File: config.mk
export PLATFORM = sky130hd
export DESIGN_NAME = flow_packet_generator
export DESIGN_NICKNAME = d
export VERILOG_FILES = /design/src/hw/rtl/fpg_pkg.sv /design/src/hw/rtl/flow_packet_generator.sv
export SDC_FILE = /design/constraint.sdc
export NUM_CORES = 2
export LEC_CHECK = 0
export ABC_AREA = 1
export BUFFER_PORTS_ARGS = -buffer_cell sky130_fd_sc_hd__buf_2
export CAP_MARGIN = 20
export CORE_ASPECT_RATIO = 2
export CORE_MARGIN = 1
export CORE_UTILIZATION = 40
export DETAILED_ROUTE_END_ITERATION = 10
export SLEW_MARGIN = 40
export SYNTH_ARGS = -nofsm -noshare
export SYNTH_HDL_FRONTEND = slang
export SYNTH_SLANG_ARGS = --single-unit
File: constraint.sdc
create_clock -name clk_i -period 6.3 [get_ports clk_i]
set_input_delay 1.26 -clock clk_i [delete_from_list [all_inputs] [get_ports clk_i]]
set_output_delay 1.26 -clock clk_i [all_outputs]
set_load 0.02 [all_outputs]
File: src/hw/rtl/fpg_pkg.sv
// ----------------------------------------------------------------------------
// fpg_pkg: shared definitions of the flow packet generator
// Generator constants, register indexes, default parameters and the LCG step.
// ----------------------------------------------------------------------------
package fpg_pkg;

  localparam int unsigned FLOW_COUNT_DEF = 8;
  localparam int unsigned MIN_LEN_DEF    = 64;
  localparam int unsigned LEN_MOD_DEF    = 8256;

  localparam int unsigned FLOW_ID_W = 10;
  localparam int unsigned SEQ_W     = 32;
  localparam int unsigned LEN_W     = 14;
  localparam int unsigned LCG_W     = 64;
  localparam int unsigned PICK_SHIFT = 16;
  localparam int unsigned CFG_IDX_W = 2;

  localparam logic [17:0] LCG_MUL = 18'd214013;
  localparam logic [21:0] LCG_INC = 22'd2531011;

  // Generator value one step after the reset seed of 1.
  localparam logic [LCG_W-1:0] LCG_RESET_NEXT = 64'd2745024;

  typedef enum logic [CFG_IDX_W-1:0] {
    CFG_FLOW_SEED = 2'd0,
    CFG_LEN_SEED  = 2'd1,
    CFG_FLOW_BASE = 2'd2
  } cfg_idx_e;

  // One LCG step modulo 2^64, built from two 32 x 18 bit products.
  function automatic logic [LCG_W-1:0] lcg_next(input logic [LCG_W-1:0] x);
    logic [49:0] lo_prod;
    logic [49:0] hi_prod;
    logic [LCG_W-1:0] sum;
    lo_prod = {18'b0, x[31:0]} * {32'b0, LCG_MUL};
    hi_prod = {18'b0, x[63:32]} * {32'b0, LCG_MUL};
    sum = {hi_prod[31:0], 32'b0} + {14'b0, lo_prod} + {42'b0, LCG_INC};
    return sum;
  endfunction

endpackage

File: src/hw/rtl/flow_packet_generator.sv
// ----------------------------------------------------------------------------
// flow_packet_generator: test traffic header generator
// Emits one header word per go request: flow number, per-flow order number and
// a pseudo-random payload length drawn from two 64-bit LCGs.
// ----------------------------------------------------------------------------
// Throughput: one word per cycle while the header stream is not stalled; the
// four-stage length reduction pipeline (byte folding, reciprocal multiply,
// remainder correction) sets the latency.
// Reset clears the flow counters and loads both generators with seed 1 at
// once; no clearing pass is needed.
module flow_packet_generator #(
  parameter int unsigned FLOW_COUNT = fpg_pkg::FLOW_COUNT_DEF,
  parameter int unsigned MIN_LEN    = fpg_pkg::MIN_LEN_DEF,
  parameter int unsigned LEN_MOD    = fpg_pkg::LEN_MOD_DEF
) (
  input  logic                            clk_i,
  input  logic                            rst_ni,
  input  logic                            cfg_we_i,
  input  logic [fpg_pkg::CFG_IDX_W-1:0]   cfg_idx_i,
  input  logic [fpg_pkg::LCG_W-1:0]       cfg_wdata_i,
  input  logic                            s_axis_tvalid,
  output logic                            s_axis_tready,
  input  logic [7:0]                      s_axis_tdata,  // go
  output logic                            m_axis_tvalid,
  input  logic                            m_axis_tready,
  output logic [55:0]                     m_axis_tdata   // flow_id, seq_number, pkt_length
);
  import fpg_pkg::*;

  localparam int unsigned PICK_W = $clog2(FLOW_COUNT);
  localparam int unsigned SPAN   = (LEN_MOD > MIN_LEN) ? (LEN_MOD - MIN_LEN) : 1;
  localparam int unsigned SPAN_W = $clog2(SPAN + 1);
  localparam int unsigned Y_W    = SPAN_W + 11;
  localparam int unsigned REM_W  = SPAN_W + 1;
  localparam int unsigned X_W    = LCG_W - PICK_SHIFT;
  localparam int unsigned TERM_W = SPAN_W + 8;

  localparam logic [PICK_W-1:0] PICK_MASK = PICK_W'(FLOW_COUNT - 1);
  localparam logic [Y_W:0]      RECIP     = (Y_W + 1)'((64'd1 << Y_W) / SPAN);
  localparam logic [REM_W-1:0]  SPAN_C    = REM_W'(SPAN);

  localparam logic [SPAN_W-1:0] BYTE_MOD [6] = '{
    SPAN_W'((64'd1 <<  0) % SPAN),
    SPAN_W'((64'd1 <<  8) % SPAN),
    SPAN_W'((64'd1 << 16) % SPAN),
    SPAN_W'((64'd1 << 24) % SPAN),
    SPAN_W'((64'd1 << 32) % SPAN),
    SPAN_W'((64'd1 << 40) % SPAN)
  };

  logic [LCG_W-1:0]     flow_p_q, flow_p_d;
  logic [LCG_W-1:0]     len_p_q, len_p_d;
  logic [FLOW_ID_W-1:0] flow_base_q;
  logic [SEQ_W-1:0]     cnt_q [FLOW_COUNT];

  logic                 v1_q, v2_q, v3_q, v4_q;
  logic                 rdy1, rdy2, rdy3, rdy4;
  logic                 accept, take;
  logic [PICK_W-1:0]    pick;
  logic [SEQ_W-1:0]     seq_rd;
  logic [FLOW_ID_W-1:0] flow_sum;

  logic [FLOW_ID_W-1:0] flow1_q, flow2_q, flow3_q, flow4_q;
  logic [SEQ_W-1:0]     seq1_q, seq2_q, seq3_q, seq4_q;
  logic [X_W-1:0]       x1_q;
  logic [Y_W-1:0]       y2_q, y3_q, y_fold;
  logic [Y_W-1:0]       q3_q, q_est;
  logic [2*Y_W:0]       recip_prod;
  logic [2*REM_W-1:0]   qs_prod;
  logic [REM_W-1:0]     rem_raw, rem;
  logic [17:0]          len_sum;
  logic [LEN_W-1:0]     len4_q;

  assign rdy4 = !v4_q || m_axis_tready;
  assign rdy3 = !v3_q || rdy4;
  assign rdy2 = !v2_q || rdy3;
  assign rdy1 = !v1_q || rdy2;
  assign s_axis_tready = rdy1;
  assign accept = s_axis_tvalid && s_axis_tready;
  assign take   = accept && s_axis_tdata[0];

  assign pick     = flow_p_q[PICK_SHIFT +: PICK_W] & PICK_MASK;
  assign seq_rd   = cnt_q[pick];
  assign flow_sum = flow_base_q + FLOW_ID_W'(pick);

  always_comb begin
    flow_p_d = flow_p_q;
    len_p_d  = len_p_q;
    if (cfg_we_i && (cfg_idx_i == CFG_FLOW_SEED)) begin
      flow_p_d = lcg_next(cfg_wdata_i);
    end else if (take) begin
      flow_p_d = lcg_next(flow_p_q);
    end
    if (cfg_we_i && (cfg_idx_i == CFG_LEN_SEED)) begin
      len_p_d = lcg_next(cfg_wdata_i);
    end else if (take) begin
      len_p_d = lcg_next(len_p_q);
    end
  end

  always_comb begin
    logic [TERM_W-1:0] term;
    y_fold = '0;
    for (int i = 0; i < 6; i++) begin
      term   = TERM_W'(x1_q[8*i +: 8]) * TERM_W'(BYTE_MOD[i]);
      y_fold = y_fold + Y_W'(term);
    end
  end

  assign recip_prod = (2*Y_W + 1)'(y2_q) * (2*Y_W + 1)'(RECIP);
  assign q_est      = recip_prod[Y_W +: Y_W];

  assign qs_prod = (2*REM_W)'(q3_q[REM_W-1:0]) * (2*REM_W)'(SPAN_C);
  assign rem_raw = y3_q[REM_W-1:0] - qs_prod[REM_W-1:0];
  assign rem     = (rem_raw >= SPAN_C) ? (rem_raw - SPAN_C) : rem_raw;
  assign len_sum = 18'(rem) + 18'(MIN_LEN);

  always_ff @(posedge clk_i or negedge rst_ni) begin
    if (!rst_ni) begin
      flow_p_q    <= LCG_RESET_NEXT;
      len_p_q     <= LCG_RESET_NEXT;
      flow_base_q <= '0;
      for (int i = 0; i < FLOW_COUNT; i++) begin
        cnt_q[i] <= '0;
      end
    end else begin
      flow_p_q <= flow_p_d;
      len_p_q  <= len_p_d;
      if (cfg_we_i && (cfg_idx_i == CFG_FLOW_BASE)) begin
        flow_base_q <= cfg_wdata_i[FLOW_ID_W-1:0];
      end
      if (take) begin
        cnt_q[pick] <= seq_rd + 1'b1;
      end
    end
  end

  always_ff @(posedge clk_i or negedge rst_ni) begin
    if (!rst_ni) begin
      v1_q <= 1'b0;
      v2_q <= 1'b0;
      v3_q <= 1'b0;
      v4_q <= 1'b0;
    end else begin
      if (rdy1) begin
        v1_q <= take;
      end
      if (rdy2) begin
        v2_q <= v1_q;
      end
      if (rdy3) begin
        v3_q <= v2_q;
      end
      if (rdy4) begin
        v4_q <= v3_q;
      end
    end
  end

  always_ff @(posedge clk_i) begin
    if (take) begin
      flow1_q <= flow_sum;
      seq1_q  <= seq_rd;
      x1_q    <= len_p_q[PICK_SHIFT +: X_W];
    end
    if (v1_q && rdy2) begin
      flow2_q <= flow1_q;
      seq2_q  <= seq1_q;
      y2_q    <= y_fold;
    end
    if (v2_q && rdy3) begin
      flow3_q <= flow2_q;
      seq3_q  <= seq2_q;
      y3_q    <= y2_q;
      q3_q    <= q_est;
    end
    if (v3_q && rdy4) begin
      flow4_q <= flow3_q;
      seq4_q  <= seq3_q;
      len4_q  <= len_sum[LEN_W-1:0];
    end
  end

  assign m_axis_tvalid = v4_q;
  assign m_axis_tdata  = {len4_q, seq4_q, flow4_q};

endmodule

==> metrics.txt <==
Post-Synth XOR/XNOR Area 2.39%; std cell rows between 150 and 200; 1st-iter DRT viols 1647; TritonCTS clock tree done; Ys Warns 0; met2 WL 63.7 mm; Tmin final 5.94 ns; metal3 WL 3.72 mm; post-CTS setup buffers 0; Worst slew margin 43.6%; async set-or-reset flop fraction in the synthesized netlist 59.0%; Netlist Area Pre-Place around 0.04 mm^2; TritonRoute pass-1 iters 5; layout cell share with drive strength beyond 1 a little over 10%; Net Count, Synth 5332; final hold violation count 0; root buffer cell clkbuf_16; Final Wtd Congestion between 0.9 and 1; Critical Path RT 6.80 ns; Antenna Violating Nets Remaining 0; initial antenna violation count 1; number of flops mapped to enable cells by yosys around 220; crit-path max FO 7; crit path launch type flop; Post-route DRC 0; most frequent cells in the layout nand2_1, inv_1, fa_1, ha_1, dfrtp_1; Max Slew Vio Count 0; max-cap viol count 0; initial core utilization 40.3%; Via Count 29900; R2R depth 26; die span in y 453 um; Port Buffers 94; WP data arrival 6.44 ns; Net count, final 5599; Max Used Layer met4; global route overflow 0; all-layer global routing usage between 20% and 30%; post-detailed-placement half-perimeter wirelength between 80 and 90 mm; number of global-route vias before repair 31600; Synth cell types 48; wire length per cell 18.4 um; post-synthesis compound-gate area fraction 4.96%; fmax 168 MHz; multiplexer share of the synthesized area 0%; main combinational cell family by area after synthesis adder cells; H-tree levels 2; Top FF cell, synth dfrtp_1; worst hold stages 0; syn avg cell area 8.96 um^2; Via-to-Cell Ratio 4.84; I/O Pins 137; critical path capture point type flop; largest net degree at the start of global routing ~140; met1 wire length 37.2 mm; simple-gate portion of the synthesized area 17.9%; Clock transition at path regs ~0.07 ns; Clk Latency, worst-skew pair 0.62 ns; P&R area growth vs syn 12.8%; RSZ-0062 raised after global routing false; status finished, final reports clean; Reg2Reg Setup Slack 0.36 ns; Tightest Pin Transition around 0.85 ns; clk sinks 539; Die Span X between 200 and 250 um; adder-cell share of the synthesized area 29.4%; Hold WC Path Type flop to flop; WL final 114 mm; worst clock skew about 0.014 ns; DP Area roughly 0.044 mm^2; TritonCTS buffer count 50; CP Class flop to flop; first-pass GRT wire length 177 mm; # setup viols final 0; final period utilization 94.3%; post-layout instance area 0.0458 mm^2; number of synthesized register bits 539; sequential area share after synthesis 36.0%; Post-CTS Resized 0; most common cell after layout, fill and taps aside nand2_1; Mapped Cells approximately 4500; CTS max path bufs 3; core area 0.101 mm^2; Post-CTS Hold Buffers 0; die area 0.103 mm^2; Filler Cell Count 9921
==> logic make-up after synthesis <==
family | after synthesis
and+or+nand+nor | 1824
buffers and inverters | 978
adders and majority gates | 720
DFF | 539
AOI/OAI and AO/OA | 367
xor gates and xnor gates | 105
==> cells in the mapped netlist (36+ instances only) <==
| master | instances | area [um^2] |
|---|---|---|
| nand2_1 | 1396 | 5240 |
| inv_1 | 871 | 3270 |
| fa_1 | 388 | 7770 |
| ha_1 | 332 | 4150 |
| dfrtp_1 | 302 | 7560 |
| nor2_1 | 229 | 860 |
| edfxtp_1 | 221 | 6640 |
| o21ai_0 | 165 | 826 |
| a21oi_1 | 103 | 515 |
| nand3_1 | 90 | 450 |
| clkbuf_1 | 67 | 251 |
| xor2_1 | 62 | 543 |
| xnor2_1 | 36 | 315 |
==> path summary, 6_finish.rpt <==
kind,startpoint,endpoint
setup reg to reg,len_p_q[5]$_DFFE_PN0P_,len_p_q[25]$_DFFE_PN0P_
hold reg to reg,seq1_q[24]$_DFFE_PP_,seq2_q[24]$_DFFE_PP_
min in group asynchronous,rst_ni,cnt_q[40]$_DFFE_PN0P_
hold / removal,seq1_q[24]$_DFFE_PP_,seq2_q[24]$_DFFE_PP_
setup / recovery,len_p_q[5]$_DFFE_PN0P_,len_p_q[25]$_DFFE_PN0P_
max in group asynchronous,rst_ni,flow_p_q[7]$_DFFE_PN1P_
==> state kept, by name, indices dropped and copies added (netlist names) <==
| register | flops |
|---|---|
| cnt_q | 256 |
| seq1_q | 32 |
| seq2_q | 32 |
| seq3_q | 32 |
| seq4_q | 32 |
| len_p_q | 29 |
| flow_p_q | 19 |
| len4_q | 14 |
| x1_q | 13 |
| y2_q | 13 |
| y3_q | 13 |
| flow1_q | 10 |
| flow2_q | 10 |
| flow3_q | 10 |
| flow4_q | 10 |
| flow_base_q | 10 |
| m_axis_tvalid | 1 |
| v1_q | 1 |
| v2_q | 1 |
| v3_q | 1 |
==> worst max-delay path, cell delays in order, from the launching register on <==
cell and delay (ns):
dfrtp_1 0.70, inv_1 0.17, buf_4 0.18, ha_1 0.37
nor2_1 0.08, inv_1 0.05, nand2_1 0.04, ha_1 0.18
a21oi_1 0.29, fa_1 0.48, inv_1 0.09, fa_1 0.42
fa_1 0.55, inv_1 0.05, fa_1 0.53, inv_1 0.04
ha_1 0.36, nand2_1 0.19, o211ai_1 0.19, a21oi_1 0.19
nand3_1 0.16, nand3_1 0.13, nand2_1 0.08, nand2_1 0.06
nand2_1 0.04, nor2_1 0.12, nor2_1 0.06
==> layout make-up <==
type                    count  area (um^2)  share of cell area, %
repair buffers            312         2190                   4.78
diodes                      1         2.50                0.00546
flip-flops and latches    539        14600                   31.9
inverters                 881         3310                   7.22
clock inverters            33          470                   1.03
clock buffers              61         1320                   2.89
well taps                1336         1670                   3.65
multi-input cells        3016        22200                   48.5
==> metrics by stage <==
stage	instances	util, %	setup TNS [ns]	setup slack, ns	hold WS (ns)
floorplan	4533	-	0	0.481	0.400
global placement	6082	43.6	-3.29	-0.278	0.400
detailed placement	6082	43.6	-3.63	-0.268	0.405
CTS	6176	45.4	0	0.356	0.415
global route	6179	45.5	0	0.0526	0.420
finish	6179	45.5	0	0.360	0.415
==> metal layers <==
| metal | vias to the layer above | track usage [%] |
|---|---|---|
| met5 | - | 0 |
| met2 | 752 | 44.9 |
| met4 | 0 | 15.5 |
| li1 | 14400 | - |
| met3 | 321 | 2.06 |
| met1 | 14400 | 22.2 |
Power is not shown: default switching activity piles up to over one toggle a cycle in this logic, so the estimate is an artifact.
